**config.mk**
```make
export PLATFORM = sky130hd
export DESIGN_NAME = ps2_set1_scancode_decoder
export DESIGN_NICKNAME = d
export VERILOG_FILES = /design/src/rtl/ps2s1_pkg.sv /design/src/rtl/ps2s1_keymap.sv /design/src/rtl/ps2s1_decode.sv /design/src/rtl/ps2s1_scancode_decoder_top.sv
export SDC_FILE = /design/constraint.sdc
export NUM_CORES = 1
export LEC_CHECK = 0
export ABC_AREA = 1
export BUFFER_PORTS_ARGS = -buffer_cell sky130_fd_sc_hd__buf_2
export CORE_ASPECT_RATIO = 1.1
export CORE_UTILIZATION = 41
export DETAILED_ROUTE_END_ITERATION = 16
export GPL_TIMING_DRIVEN = 0
export SYNTH_ARGS = -nofsm -noshare
export SYNTH_HDL_FRONTEND = slang
export SYNTH_SLANG_ARGS = --single-unit
```
**constraint.sdc**
```tcl
create_clock -name clk -period 8.85 [get_ports clk]
set_input_delay 0.885 -clock clk [delete_from_list [all_inputs] [get_ports clk]]
set_output_delay 0.885 -clock clk [all_outputs]
set_load 0.01 [all_outputs]
```
**src/rtl/ps2s1_pkg.sv**
```systemverilog
`timescale 1ns / 1ps
// shared types and constants for the ps/2 set 1 scancode decoder
// no dependencies

package ps2s1_pkg;

  localparam int KEY_SLOTS_DEF = 256;

  localparam logic CMD_SCAN  = 1'b0;
  localparam logic CMD_QUERY = 1'b1;

  localparam logic [7:0] PREFIX_BYTE   = 8'hE0;
  localparam logic [6:0] KEY_CTRL      = 7'h1D;
  localparam logic [6:0] KEY_ALT       = 7'h38;
  localparam logic [6:0] KEY_LSHIFT    = 7'h2A;
  localparam logic [6:0] KEY_RSHIFT    = 7'h36;
  localparam logic [6:0] KEY_CAPS      = 7'h3A;
  localparam logic [6:0] KEY_NUM       = 7'h45;
  localparam logic [6:0] KEY_SCROLL    = 7'h46;
  localparam logic [6:0] KEY_NONE      = 7'h00;
  localparam logic [7:0] EXT_SLOT_BASE = 8'd127;

  localparam logic [5:0] MOD_LSHIFT = 6'b000001;
  localparam logic [5:0] MOD_RSHIFT = 6'b000010;
  localparam logic [5:0] MOD_LCTRL  = 6'b000100;
  localparam logic [5:0] MOD_RCTRL  = 6'b001000;
  localparam logic [5:0] MOD_LALT   = 6'b010000;
  localparam logic [5:0] MOD_RALT   = 6'b100000;

  localparam logic [2:0] LOCK_CAPS   = 3'b001;
  localparam logic [2:0] LOCK_NUM    = 3'b010;
  localparam logic [2:0] LOCK_SCROLL = 3'b100;

  typedef enum logic [1:0] {
    SEL_NONE  = 2'd0,
    SEL_LOWER = 2'd1,
    SEL_UPPER = 2'd2,
    SEL_EXT   = 2'd3
  } map_sel_t;

  typedef struct packed {
    logic       en;
    logic [7:0] slot;
    logic       value;
  } key_wr_t;

  typedef struct packed {
    map_sel_t   map_select;
    logic [6:0] map_index;
    logic       slot_written;
    logic [7:0] key_slot;
    logic       slot_value;
    logic [5:0] modifiers;
    logic [2:0] lock_bits;
    logic       prefix_pending;
  } result_t;

endpackage

```
**src/rtl/ps2s1_keymap.sv**
```systemverilog
`timescale 1ns / 1ps
// key-down map: one-bit synchronous memory with a clearing sweep after reset
// depends on ps2s1_pkg

module ps2s1_keymap
  import ps2s1_pkg::*;
#(
  parameter int KEY_SLOTS = KEY_SLOTS_DEF
) (
  input  logic       clk,
  input  logic       rst,
  input  key_wr_t    wr,
  input  logic       rd_en,
  input  logic [7:0] rd_addr,
  output logic       rd_data,
  output logic       clearing
);

  localparam int AW = $clog2(KEY_SLOTS);

  logic          mem [KEY_SLOTS];
  logic [AW-1:0] clr_addr;

  always_ff @(posedge clk) begin
    if (rst) begin
      clearing <= 1'b1;
      clr_addr <= '0;
    end else if (clearing) begin
      if (clr_addr == AW'(KEY_SLOTS - 1)) begin
        clearing <= 1'b0;
      end
      clr_addr <= clr_addr + 1'b1;
    end
  end

  always_ff @(posedge clk) begin
    if (clearing) begin
      mem[clr_addr] <= 1'b0;
    end else if (wr.en) begin
      mem[AW'(wr.slot)] <= wr.value;
    end
    if (rd_en) begin
      rd_data <= mem[AW'(rd_addr)];
    end
  end

endmodule

```
**src/rtl/ps2s1_decode.sv**
```systemverilog
`timescale 1ns / 1ps
// scancode decode: prefix, modifier and lock flags, key-down map write request
// depends on ps2s1_pkg

module ps2s1_decode
  import ps2s1_pkg::*;
(
  input  logic       clk,
  input  logic       rst,
  input  logic       accept,
  input  logic       command,
  input  logic [7:0] scan_byte,
  output result_t    res,
  output key_wr_t    wr
);

  logic       prefix;
  logic [5:0] mods;
  logic [2:0] locks;
  logic       prefix_next;
  logic [5:0] mods_next;
  logic [2:0] locks_next;

  logic       brk;
  logic [6:0] k;
  logic [5:0] mbit;
  logic       wr_en;

  assign brk = scan_byte[7];
  assign k   = scan_byte[6:0];

  always_comb begin
    prefix_next    = prefix;
    mods_next      = mods;
    locks_next     = locks;
    mbit           = '0;
    wr_en          = 1'b0;
    res.map_select = SEL_NONE;
    res.map_index  = '0;
    res.key_slot   = '0;
    res.slot_value = 1'b0;
    if (command == CMD_SCAN) begin
      if (scan_byte == PREFIX_BYTE) begin
        prefix_next = 1'b1;
      end else begin
        if (prefix) begin
          if (k == KEY_CTRL) begin
            mbit = MOD_RCTRL;
          end else if (k == KEY_ALT) begin
            mbit = MOD_RALT;
          end else if (k != KEY_NONE) begin
            if (!brk) begin
              res.map_select = SEL_EXT;
              res.map_index  = k - 7'd1;
            end
            wr_en          = 1'b1;
            res.key_slot   = {1'b0, k} + EXT_SLOT_BASE;
            res.slot_value = !brk;
          end
          prefix_next = 1'b0;
        end else begin
          if (k == KEY_CTRL) begin
            mbit = MOD_LCTRL;
          end else if (k == KEY_LSHIFT) begin
            mbit = MOD_LSHIFT;
          end else if (k == KEY_RSHIFT) begin
            mbit = MOD_RSHIFT;
          end else if (k == KEY_ALT) begin
            mbit = MOD_LALT;
          end else if (k == KEY_CAPS) begin
            if (!brk) locks_next = locks ^ LOCK_CAPS;
          end else if (k == KEY_NUM) begin
            if (!brk) locks_next = locks ^ LOCK_NUM;
          end else if (k == KEY_SCROLL) begin
            if (!brk) locks_next = locks ^ LOCK_SCROLL;
          end else if (k != KEY_NONE) begin
            if (!brk) begin
              res.map_select = ((mods & (MOD_LSHIFT | MOD_RSHIFT)) != '0) ?
                               SEL_UPPER : SEL_LOWER;
              res.map_index  = k - 7'd1;
            end
            wr_en          = 1'b1;
            res.key_slot   = {1'b0, k - 7'd1};
            res.slot_value = !brk;
          end
        end
        if (brk) begin
          mods_next = mods & ~mbit;
        end else begin
          mods_next = mods | mbit;
        end
      end
    end
    res.slot_written   = wr_en;
    res.modifiers      = mods_next;
    res.lock_bits      = locks_next;
    res.prefix_pending = prefix_next;
    wr.en    = accept && wr_en;
    wr.slot  = res.key_slot;
    wr.value = res.slot_value;
  end

  always_ff @(posedge clk) begin
    if (rst) begin
      prefix <= 1'b0;
      mods   <= '0;
      locks  <= '0;
    end else if (accept) begin
      prefix <= prefix_next;
      mods   <= mods_next;
      locks  <= locks_next;
    end
  end

endmodule

```
**src/rtl/ps2s1_scancode_decoder_top.sv**
```systemverilog
`timescale 1ns / 1ps
// top level of the ps/2 set 1 scancode decoder
// depends on ps2s1_pkg, ps2s1_decode, ps2s1_keymap
//
// usage:
// - input channel (in_valid / in_stall) carries command, scan_byte, query_key;
//   command 0 decodes scan_byte, command 1 reads the key-down map at query_key
// - output channel (out_valid / out_stall) returns one result per transaction
// - each input transaction is registered in the decode stage and then in the output
//   register before its output transaction; one transaction per cycle is
//   taken while the receiver keeps up and the map is not being cleared
// - the map lives in a one-bit memory with a registered read; a scancode writes
//   it in the cycle it is taken, so a following query sees the new value
// - after reset the map is swept to zero across all KEY_SLOTS slots (256 by
//   default), with in_stall high; flags clear at once
// - a stalled receiver holds the output register; one more result waits in
//   the decode stage, after which in_stall rises until the output drains
// - in_stall follows out_stall combinationally once both stages are full;
//   valid never follows stall

module ps2_set1_scancode_decoder
  import ps2s1_pkg::*;
#(
  parameter int KEY_SLOTS = KEY_SLOTS_DEF
) (
  input  logic       clk,
  input  logic       rst,
  input  logic       in_valid,
  output logic       in_stall,
  input  logic       command,
  input  logic [7:0] scan_byte,
  input  logic [7:0] query_key,
  output logic       out_valid,
  input  logic       out_stall,
  output logic [1:0] map_select,
  output logic [6:0] map_index,
  output logic       slot_written,
  output logic [7:0] key_slot,
  output logic       slot_value,
  output logic [5:0] modifiers,
  output logic [2:0] lock_bits,
  output logic       prefix_pending,
  output logic       query_down
);

  logic    in_accept;
  logic    s1_adv;
  logic    s1_valid;
  logic    s1_query;
  result_t s1_res;
  result_t o_res;
  logic    o_query_down;
  result_t dec_res;
  key_wr_t dec_wr;
  logic    rd_data;
  logic    clearing;

  assign in_accept = in_valid && !in_stall;
  assign s1_adv    = s1_valid && (!out_valid || !out_stall);
  assign in_stall  = clearing || (s1_valid && !s1_adv);

  ps2s1_decode u_decode (
    .clk       (clk),
    .rst       (rst),
    .accept    (in_accept),
    .command   (command),
    .scan_byte (scan_byte),
    .res       (dec_res),
    .wr        (dec_wr)
  );

  ps2s1_keymap #(
    .KEY_SLOTS (KEY_SLOTS)
  ) u_keymap (
    .clk      (clk),
    .rst      (rst),
    .wr       (dec_wr),
    .rd_en    (in_accept && (command == CMD_QUERY)),
    .rd_addr  (query_key),
    .rd_data  (rd_data),
    .clearing (clearing)
  );

  always_ff @(posedge clk) begin
    if (rst) begin
      s1_valid  <= 1'b0;
      out_valid <= 1'b0;
    end else begin
      if (in_accept) begin
        s1_valid <= 1'b1;
      end else if (s1_adv) begin
        s1_valid <= 1'b0;
      end
      if (s1_adv) begin
        out_valid <= 1'b1;
      end else if (!out_stall) begin
        out_valid <= 1'b0;
      end
    end
  end

  always_ff @(posedge clk) begin
    if (in_accept) begin
      s1_res   <= dec_res;
      s1_query <= (command == CMD_QUERY);
    end
    if (s1_adv) begin
      o_res        <= s1_res;
      o_query_down <= s1_query && rd_data;
    end
  end

  assign map_select     = o_res.map_select;
  assign map_index      = o_res.map_index;
  assign slot_written   = o_res.slot_written;
  assign key_slot       = o_res.key_slot;
  assign slot_value     = o_res.slot_value;
  assign modifiers      = o_res.modifiers;
  assign lock_bits      = o_res.lock_bits;
  assign prefix_pending = o_res.prefix_pending;
  assign query_down     = o_query_down;

endmodule

```
==> results.py, run 1 <==
metrics = {
    "pwr": {
        "power_mw": 3.33,
        "vdd_drop_max_mv": 0.169,
        "p_leak_nw": 5.69,
        "power_density_mw_per_mm2": 193,
    },
    "setup_path": {
        "cp-start-kind": "input pin",
        "worstSetupPathType": "in2reg",
        "required_ns": 9.18,
        "end_kind": "flip-flop",
        "max_stage_delay_ns": 0.75,
        "cp.buffers_inverters": 4,
        "reg2regPathDepth": 13,
        "critPathTopFamily": "buffers and inverters",
        "path_cells": "buf_2 -> clkbuf_1 -> clkbuf_1 -> clkbuf_1 -> nor2_1 -> o22ai_1 -> nand2_1 -> nand3_1 -> nand3_1 -> nand2_1 -> nand2_1 -> nand3_1 -> nand3_1 -> nand2_1",
        "worstSetupPathDepth": 14,
        "slowest_stage": "clkbuf_1",
        "worst-path-max-fanout": 10,
        "crit_arrival_ns": 3.95,
    },
    "clock_network": {
        "clock-root-buffer": "clkbuf_16",
        "cts.sinks": 338,
        "cts_resized": 0,
        "cts_setup_buffers": 0,
        "cts_made_buffers": 36,
        "cts_tree": "built",
        "insertion_delay_ns": 0.54,
        "clk_path_buf_depth": 3,
        "cts_hold_buf": 0,
        "path_clk_slew_ns": 0.06,
        "cts_max_level": 2,
    },
    "synthesis": {
        "ys_top_cells_by_area": "edfxtp_1, nor2_1, nand2_1",
        "ys_types": 35,
        "synth_top_cell_area_share": 0.626,
        "syn_area_mm2": 0.0152,
        "yosys.area_share.xor_xnor": 0.00403,
        "synthMuxAreaShare": 0.000659,
        "yosysTopAreaCell": "edfxtp_1",
        "synth_cells": 1501,
        "synth-simple-area-share": 0.223,
        "async_flop_share": 0,
        "synthTopCellsByCount": "nor2_1, edfxtp_1, nand2_1, nand3_1, o21ai_0",
        "postSynthAreaPerCell_um2": 10.1,
        "synth_top_family_by_area": "simple AND/OR/NAND/NOR gates",
        "yosys.cell_count.top_type": "nor2_1",
        "synth_seq_cells": 338,
        "ys.flop_type": "edfxtp_1",
        "synth_edf_count": 317,
        "yosys_warnings": 0,
        "synth_compound_area_frac": 0.0677,
        "synth-seq-area-share": 0.654,
        "yosys.area_share.adder": 0.00329,
        "syn_nets": 1526,
    },
    "floorplanning": {
        "io_pins": 53,
        "row_count": 73,
        "die_width_um": 186,
        "initial_core_util": 0.418,
        "core_mm2": 0.0364,
        "dieArea_mm2": 0.0378,
        "dieHeight_um": 204,
    },
    "timing": {
        "skew_ns": 0.0187,
        "fin_crit_sh": 0.409,
        "maxSlewViolCount": 0,
        "setup_viol": 0,
        "hold_viol": 0,
        "finalCriticalPeriod_ns": 3.62,
        "fmax_ghz": 0.276,
        "tightest_slew_ns": 1.07,
        "rsz0062_at_grt": "false",
        "slew_headroom": 0.289,
    },
    "cells_and_area": {
        "final_core_util": 0.474,
        "design_area_mm2": 0.0172,
        "diodes": 0,
        "layout-drive-gt1-share": 0.120,
        "nets": 1617,
        "fin_cells": 2100,
        "fillers": 3485,
        "area_delta_synth_final_pct": 13.4,
    },
    "detailed_routing": {
        "avgViaCountPerCell": 5.49,
        "wl_um": 44600,
        "wl_per_cell_um": 21.2,
        "drc": 0,
        "ant_nets": 0,
        "first_iter_violations": 1373,
        "vias": 11500,
        "dr.pass1.iters": 5,
    },
    "grt": {
        "grt_max_degree": 55,
        "grt_pass1_vias": 11000,
        "overflow": 0,
        "grt_pass1_wl_um": 65900,
        "antenna_found_initial": 0,
        "grtUsageTotal": 0.238,
    },
    "placed_design": {
        "gp_congestion": 0.930,
        "portBuffers": 47,
        "dp_hpwl_um": 29700,
        "dp.cells": 2041,
        "place_area_mm2": 0.0162,
    },
    "run": {
        "maxCapViolCount": 0,
    },
    "hold_path": {
        "hold_path.class": "reg2reg",
        "hold_depth": 0,
    },
    "status": {
        "status": "finished clean",
    },
}
## per-layer routing
metal | vias to the layer above | part of all wire | GRT usage
met5 | - | 0 | 0
li1 | 5300 | - | -
met3 | 106 | 0.083 | 0.0342
met2 | 556 | 0.48 | 0.405
met4 | 0 | 0.043 | 0.107
met1 | 5575 | 0.39 | 0.301
## path summary, 6_finish.rpt
kind	from	endpoint	slack, ns
min reg2reg	s1_res[12]$_DFFE_PP_	key_slot[1]$_DFFE_PP_	0.42
min	s1_res[12]$_DFFE_PP_	key_slot[1]$_DFFE_PP_	0.42
max reg2reg	s1_valid$_SDFFE_PP0P_	u_keymap.mem[198]$_DFFE_PP_	5.37
max	query_key[0]	u_keymap.rd_data$_DFFE_PP_	5.23
## final cells by class
type | instances | area [um2] | share of cell area
multi-input combinational | 988 | 4560 | 0.265
tap | 487 | 609 | 0.0353
timing repair buffer | 53 | 363 | 0.0210
inverter | 84 | 315 | 0.0183
buffer | 91 | 400 | 0.0232
sequential | 338 | 9940 | 0.576
clock inverter | 10 | 81.3 | 0.00472
clock buffer | 49 | 971 | 0.0563
## flip-flops by register name (all words and copies together), names as in the netlist
register / count
u_keymap.mem: 256
s1_res: 29
key_slot: 8
u_keymap.clr_addr: 8
map_index: 7
modifiers: 6
u_decode.mods: 6
lock_bits: 3
u_decode.locks: 3
map_select: 2
out_valid: 1
prefix_pending: 1
query_down: 1
s1_query: 1
s1_valid: 1
slot_value: 1
slot_written: 1
u_decode.prefix: 1
u_keymap.clearing: 1
u_keymap.rd_data: 1
## worst reg2reg max path: stages, from the launching register on
cell     delay, ns
dfxtp_1       0.30
inv_1         0.12
nor2_1        0.07
inv_1         0.06
nand3_1       0.31
inv_2         0.31
buf_2         0.71
nand3_2       0.26
nand2_2       0.21
nand2_1       0.09
nor2_1        0.10
nand2_1       0.23
buf_2         0.27
nor2_1        0.14
## placed cells by master (no fill, tap or decap), types with 21 or more instances in the layout
cell type | Yosys | routed
buf_2 | 35 | 82
nand2_2 | 22 | 22
o21ai_0 | 104 | 104
o22ai_1 | 38 | 38
a21oi_1 | 32 | 31
nor2_1 | 369 | 368
inv_1 | 77 | 77
clkbuf_1 | 46 | 58
edfxtp_1 | 317 | 317
nand3_1 | 148 | 148
nand2_1 | 206 | 206
clkbuf_16 | 0 | 37
dfxtp_1 | 21 | 21
## through the flow
step / hold slack [ns] / setup TNS, ns / setup WS (ns)
after floorplan: 0.400 / 0 / 2.31
after global placement: 0.403 / -229.30 / -0.908
after detailed placement: 0.405 / 0 / 4.67
after CTS: 0.417 / 0 / 5.21
after global routing: 0.422 / 0 / 5.01
final: 0.416 / 0 / 5.23
## logic make-up (layout without fill, tap and decap cells)
| family | count (synthesis) | after routing |
|---|---|---|
| AO/OA/AOI/OAI | 187 | 187 |
| XOR/XNOR | 7 | 7 |
| adder cells (fa/ha/maj) | 4 | 4 |
| buffers and inverters | 175 | 287 |
| flip-flops | 338 | 338 |
| multiplexers | 1 | 1 |
| AND/OR/NAND/NOR | 789 | 789 |
## power by group
group | switching (mW) | leakage (nW) | total [mW] | internal [mW]
logic | 0.151 | 2.50 | 0.199 | 0.0473
registers | 0.00149 | 2.68 | 1.73 | 1.73
clock network | 0.608 | 0.510 | 1.40 | 0.796
Power figures use the tool's default switching activity.
==> inputs of run 2 (changes only) <==
--- a/config.mk
+++ b/config.mk
@@ -5,7 +5,7 @@
 export SDC_FILE = /design/constraint.sdc
 export NUM_CORES = 1
 export LEC_CHECK = 0
-export ABC_AREA = 1
+export ABC_AREA = 0
 export BUFFER_PORTS_ARGS = -buffer_cell sky130_fd_sc_hd__buf_2
 export CORE_ASPECT_RATIO = 1.1
 export CORE_UTILIZATION = 41
==> constraint.sdc (replaced) <==
create_clock -name clk -period 3.5 [get_ports clk]
set_input_delay 0.35 -clock clk [delete_from_list [all_inputs] [get_ports clk]]
set_output_delay 0.35 -clock clk [all_outputs]
set_load 0.01 [all_outputs]
==> results.py, run 2 <==
metrics = {
    "cells_and_area": {
        "largest_registers": "u_keymap.mem: 256 flops, s1_res: 29 flops",
        "layout-drive-gt1-share": 0.266,
        "largest_reg_flops": 256,
        "mostFrequentLayoutCell": "edfxtp_1",
        "diodes": 0,
        "largest-register": "u_keymap.mem",
        "fin_cells": 1755,
        "final_core_util": 0.476,
        "area_delta_synth_final_pct": 13.3,
        "nets": 1258,
        "final_cell_mix": "edfxtp_1, nor2_1, buf_2",
    },
    "pwr": {
        "p_leak_nw": 5.97,
        "vdd_drop_max_mv": 0.281,
        "power_mw": 8.39,
        "power_density_mw_per_mm2": 458,
    },
    "timing": {
        "fin_crit_sh": 0.924,
        "hold_viol": 0,
        "hold_ws_ns": 0.0409,
        "maxSlewViolCount": 0,
        "finalCriticalPeriod_ns": 3.23,
        "slew_headroom": 0.306,
        "skew_ns": 0.0138,
        "fmax_ghz": 0.309,
        "tightest_slew_ns": 1.04,
        "finalSetupTns_ns": 0,
        "setup_viol": 0,
        "rsz0062_at_grt": "false",
    },
    "synthesis": {
        "async_flop_share": 0,
        "synth_top_cell_area_share": 0.589,
        "synth_cells": 1138,
        "synth-seq-area-share": 0.615,
        "ys_types": 74,
        "ys.flop_type": "edfxtp_1",
        "yosysTopAreaCell": "edfxtp_1",
        "yosys_warnings": 0,
        "yosys.cell_count.top_type": "edfxtp_1",
        "ys_top_cells_by_area": "edfxtp_1, mux4_2, nor4_2",
        "synth_seq_cells": 338,
        "postSynthAreaPerCell_um2": 14.2,
        "synth_edf_count": 317,
        "syn_nets": 1163,
        "synthTopCellsByCount": "edfxtp_1, nor2_1, nor4_1, nor4_2, buf_2",
        "syn_area_mm2": 0.0162,
    },
    "setup_path": {
        "end_kind": "flip-flop",
        "crit_arrival_ns": 3.51,
        "worstSetupPathType": "reg2reg",
        "required_ns": 3.77,
        "worst-path-max-fanout": 10,
        "cp-start-kind": "flip-flop",
    },
    "grt": {
        "grt_pass1_wl_um": 63800,
        "grt_pass1_vias": 10200,
        "met3_usage": 0.0390,
        "met1_usage": 0.288,
        "grt_max_degree": 55,
        "grtUsageTotal": 0.215,
        "overflow": 0,
        "top_usage_layer": "met2",
        "met2_usage": 0.345,
        "antenna_found_initial": 0,
    },
    "clock_network": {
        "clk_path_buf_depth": 3,
        "cts_max_level": 2,
        "cts_hold_buf": 0,
        "cts.sinks": 338,
        "clock-root-buffer": "clkbuf_16",
        "cts_tree": "built",
        "cts_made_buffers": 36,
        "insertion_delay_ns": 0.52,
        "path_clk_slew_ns": 0.06,
    },
    "floorplanning": {
        "io_pins": 53,
        "row_count": 75,
        "die_width_um": 191,
        "dieHeight_um": 210,
        "core_mm2": 0.0385,
        "dieArea_mm2": 0.0402,
        "initial_core_util": 0.420,
    },
    "detailed_routing": {
        "first_iter_violations": 976,
        "vias": 10500,
        "drc": 0,
        "dr.pass1.iters": 5,
        "wl_per_cell_um": 24.1,
        "avgViaCountPerCell": 5.96,
        "wl_um": 42300,
        "ant_nets": 0,
    },
    "placed_design": {
        "dp_hpwl_um": 28300,
        "portBuffers": 48,
        "dp.cells": 1692,
        "gp_congestion": 0.846,
    },
    "run": {
        "maxCapViolCount": 0,
    },
    "hold_path": {
        "hold_path.class": "in2reg",
    },
    "status": {
        "status": "finished clean",
    },
}
run 2: timing repair:
action | 4_1_cts | 5_1_grt
resized for setup | 1 | 3
setup buffers | 0 | 2
setup endpoints to repair | 4 | 274
pin swaps | 0 | 1
endpoints found under the hold margin | 0 | 0
run 2: layout make-up:
| type | count | area (um2) |
|---|---|---|
| Fill cell | 3386 | 20200 |
| Inverter | 17 | 63.8 |
| Timing Repair Buffer | 57 | 410 |
| Clock buffer | 45 | 956 |
| Multi-Input combinational cell | 673 | 5640 |
| Tap cell | 500 | 626 |
| Clock inverter | 15 | 118 |
| Buffer | 110 | 566 |
| Sequential cell | 338 | 9940 |
run 2: worst paths after layout:
path | startpoint | end | slack [ns] | cells after the start
setup reg to reg | out_valid$_SDFFE_PP0P_ | u_keymap.mem[236]$_DFFE_PP_ | 0.27 | 9
hold / removal | rst | u_keymap.clearing$_SDFF_PP1_ | 0.04 | 2
setup / recovery | out_valid$_SDFFE_PP0P_ | u_keymap.mem[236]$_DFFE_PP_ | 0.27 | 9
hold reg to reg | s1_res[23]$_SDFFCE_PP0P_ | map_index[3]$_DFFE_PP_ | 0.42 | 0
run 2: cells by family (layout without fill, tap and decap cells):
logic type	after synthesis	count (layout)	synth area share
muxes	99	99	0.0949
AOI/OAI and AO/OA	133	133	0.0629
buffers and inverters	127	244	0.0388
xor gates and xnor gates	15	15	0.00813
DFF	338	338	0.615
adders and majority gates	4	4	0.00310
and+or+nand+nor	422	422	0.177
run 2: where the power goes:
| part | switching (mW) | internal [mW] | leakage, nW | total, mW |
|---|---|---|---|---|
| clock | 1.52 | 2.07 | 0.524 | 3.59 |
| sequential | 0.00486 | 4.36 | 3.45 | 4.37 |
| combinational | 0.298 | 0.133 | 1.99 | 0.431 |
run 2: per-layer routing:
metal  vias up  routed length (um)
met5         -                   0
met2       389               20400
met1      5265               17600
li1       4709                   -
met4         0                1510
met3       103                2840
run 2: worst max-delay path, cell delays in order, from the launching register on:
cell and delay (ns):
dfxtp_1 0.37, a31oi_1 0.34, nand2_2 0.26, a2111oi_4 0.37, buf_4 0.21, buf_4 0.18
a21oi_1 0.17, o22ai_1 0.50, buf_2 0.47, nor2_1 0.11
run 2: per-stage QoR:
step / instance area (um2) / setup slack [ns]
6_report: 18300 / 0.266
5_1_grt: 18300 / 0.0312
4_1_cts: 18300 / 0.0220
3_5_place_dp: 17200 / -0.202
3_3_place_gp: 17000 / -2.94
2_1_floorplan: 16200 / -0.854
==> inputs of run 3 (changes only) <==
--- a/config.mk
+++ b/config.mk
@@ -11,6 +11,8 @@
 export CORE_UTILIZATION = 41
 export DETAILED_ROUTE_END_ITERATION = 16
 export GPL_TIMING_DRIVEN = 0
+export SLEW_MARGIN = 20
 export SYNTH_ARGS = -nofsm -noshare
 export SYNTH_HDL_FRONTEND = slang
+export SYNTH_HIERARCHICAL = 1
 export SYNTH_SLANG_ARGS = --single-unit
==> results.py, run 3 <==
metrics = {
    "grt": {
        "grt_max_degree": 79,
        "grt_pass1_vias": 9666,
        "antenna_found_initial": 0,
        "grt_pass1_wl_um": 57500,
        "grtUsageTotal": 0.208,
        "overflow": 0,
    },
    "setup_path": {
        "required_ns": 3.73,
        "crit_arrival_ns": 3.61,
        "cp.buffers_inverters": 5,
        "end_kind": "flip-flop",
        "slowest_stage": "clkbuf_4",
        "cp-start-kind": "input pin",
        "path_cells": "buf_2 -> inv_1 -> ha_1 -> and4_4 -> a21oi_2 -> nand3_4 -> a211oi_4 -> nor2b_1 -> clkbuf_2 -> clkbuf_4 -> nand3_1 -> nand2_2 -> nand3_1 -> clkbuf_4 -> nor2_1",
        "max_stage_delay_ns": 0.34,
        "worst-path-max-fanout": 11,
        "worstSetupPathType": "in2reg",
        "critPathTopFamily": "simple AND/OR/NAND/NOR gates",
    },
    "floorplanning": {
        "dieArea_mm2": 0.0375,
        "io_pins": 53,
        "initial_core_util": 0.417,
        "die_width_um": 185,
        "dieHeight_um": 203,
        "row_count": 73,
        "core_mm2": 0.0362,
    },
    "timing": {
        "slew_headroom": 0.309,
        "tightest_slew_ns": 1.03,
        "finalCriticalPeriod_ns": 3.37,
        "fmax_ghz": 0.297,
        "finalSetupTns_ns": 0,
        "fin_crit_sh": 0.963,
        "maxSlewViolCount": 0,
        "hold_viol": 0,
        "skew_ns": 0.0264,
        "setup_viol": 0,
        "rsz0062_at_grt": "true",
    },
    "detailed_routing": {
        "ant_nets": 0,
        "dr.pass1.iters": 5,
        "first_iter_violations": 879,
        "vias": 9687,
        "avgViaCountPerCell": 5.60,
        "wl_per_cell_um": 22.1,
        "wl_um": 38300,
        "drc": 0,
    },
    "cells_and_area": {
        "largest_reg_flops": 256,
        "area_delta_synth_final_pct": 15.6,
        "layout-drive-gt1-share": 0.215,
        "largest_registers": "u_keymap/mem: 256 flops, s1_res: 29 flops",
        "final_core_util": 0.481,
        "nets": 1240,
        "mostFrequentLayoutCell": "edfxtp_1",
        "fillers": 3247,
        "diodes": 0,
        "largest-register": "u_keymap/mem",
        "fin_cells": 1730,
        "final_cell_mix": "edfxtp_1, nor2_1, buf_2",
    },
    "clock_network": {
        "cts_hold_buf": 0,
        "insertion_delay_ns": 0.55,
        "cts_made_buffers": 37,
        "clk_path_buf_depth": 3,
        "cts_max_level": 2,
        "clock-root-buffer": "clkbuf_16",
        "path_clk_slew_ns": 0.06,
        "cts.sinks": 338,
        "cts_tree": "built",
    },
    "placed_design": {
        "gp_congestion": 0.822,
        "portBuffers": 48,
        "dp_hpwl_um": 24600,
        "dp.cells": 1660,
    },
    "status": {
        "status": "finished clean",
    },
    "synthesis": {
        "yosysTopAreaCell": "edfxtp_1",
        "synthTopCellsByCount": "edfxtp_1, nor2_1, mux2i_1, clkbuf_1, nand2_1",
        "synth_top_family_by_area": "simple AND/OR/NAND/NOR gates",
        "ys_top_cells_by_area": "edfxtp_1, nor2_1, mux4_2",
        "yosys.area_share.adder": 0.00415,
        "async_flop_share": 0,
        "ys.flop_type": "edfxtp_1",
        "yosys_warnings": 6,
        "syn_nets": 1147,
        "yosys.area_share.xor_xnor": 0.00814,
        "yosys.cell_count.top_type": "edfxtp_1",
        "synth_edf_count": 317,
        "synth_seq_cells": 338,
        "synth_compound_area_frac": 0.0578,
        "synth_cells": 1121,
        "postSynthAreaPerCell_um2": 13.4,
        "synthMuxAreaShare": 0.0981,
        "synth-seq-area-share": 0.660,
        "ys_types": 69,
        "syn_area_mm2": 0.0151,
        "synth-simple-area-share": 0.138,
        "synth_top_cell_area_share": 0.632,
    },
    "pwr": {
        "pwr-share-seq": 0.507,
        "vdd_drop_max_mv": 0.379,
        "combPwrFrac": 0.048,
        "power_density_mw_per_mm2": 495,
        "p_sw_frac": 0.215,
        "power.switching_mw": 1.85,
        "p_int_mw": 6.78,
        "p_clk_frac": 0.446,
        "p_leak_nw": 5.67,
    },
    "run": {
        "maxCapViolCount": 0,
    },
    "hold_path": {
        "hold_path.class": "in2reg",
    },
}
## run 3: changes by cell type after synthesis, moves of 22 or more
cell     change
buf_2       -51
nand2_1     +22
nand3_1     +22
nor2_1     +151
nor3_1      -51
nor4_1      -57
nor4_2      -65
## run 3: worst register-to-register path: cells and delay by family (launching register included)
kind,cells,cell delay (ns)
AO/OA/AOI/OAI,2,0.76
buffers and inverters,3,0.67
flip-flops,1,0.40
AND/OR/NAND/NOR,5,1.05
## run 3: cells by family (layout without fill, tap and decap cells)
kind of cell / after synthesis / count (layout)
AOI/OAI and AO/OA: 120 / 120
xor gates and xnor gates: 14 / 14
adders and majority gates: 5 / 5
buffers and inverters: 97 / 217
DFF: 338 / 338
muxes: 95 / 95
and+or+nand+nor: 452 / 454
## run 3: layout make-up
| class | instances | area, um2 | area share |
|---|---|---|---|
| Clock buffer | 46 | 960 | 0.0551 |
| Sequential cell | 338 | 9940 | 0.571 |
| Tap cell | 487 | 609 | 0.0350 |
| Clock inverter | 22 | 231 | 0.0133 |
| Buffer | 91 | 551 | 0.0316 |
| Multi-Input combinational cell | 688 | 4760 | 0.273 |
| Timing Repair Buffer | 53 | 343 | 0.0197 |
| Inverter | 5 | 18.8 | 0.00108 |
## run 3: worst paths after layout
check	cells past startpoint	slack [ns]	from	to
worst max register to register	10	0.30	u_keymap/clearing$_SDFF_PP1_	u_keymap/mem[35]$_DFFE_PP_
worst min-delay path	2	0.02	rst	s1_valid$_SDFFE_PP0P_
worst max-delay path	15	0.13	scan_byte[0]	u_keymap/mem[45]$_DFFE_PP_
worst min register to register	0	0.42	s1_res[9]$_DFFE_PP_	modifiers[5]$_DFFE_PP_
## run 3: what timing repair did
item | CTS | global route
cloned | 1 | 1
pin swaps | 0 | 2
hold endpoints to repair | 0 | 0
resized for setup | 35 | 60
endpoints found under the setup margin | 512 | 262
setup buffers | 1 | 0
## run 3: layer usage
metal  GRT usage  vias to the layer above  part of all wire
met1       0.276                     4861              0.42
met4      0.0738                        0             0.029
li1            -                     4367                 -
met3      0.0377                       88             0.073
met2       0.343                      371              0.48
met5           0                        -                 0
## run 3: metrics by stage
stage	cell area (um2)	worst slack, ns	power, mW	hold WS (ns)
2_1_floorplan	15100	0.00767	4.71	0.400
3_3_place_gp	15900	-1.42	4.86	0.404
3_5_place_dp	16000	-1.02	4.86	0.405
4_1_cts	17300	0.00465	8.69	0.00119
5_1_grt	17400	-0.00559	8.86	0.0200
6_report	17400	0.130	8.63	0.0235
## run 3: power groups by stage
| stage | combinational (mW) | sequential [mW] | clock, mW |
|---|---|---|---|
| after floorplan | 0.257 | 4.45 | 0 |
| after global placement | 0.402 | 4.45 | 0 |
| after detailed placement | 0.405 | 4.45 | 0 |
| after CTS | 0.410 | 4.37 | 3.91 |
| after global routing | 0.438 | 4.37 | 4.05 |
| final | 0.414 | 4.37 | 3.84 |
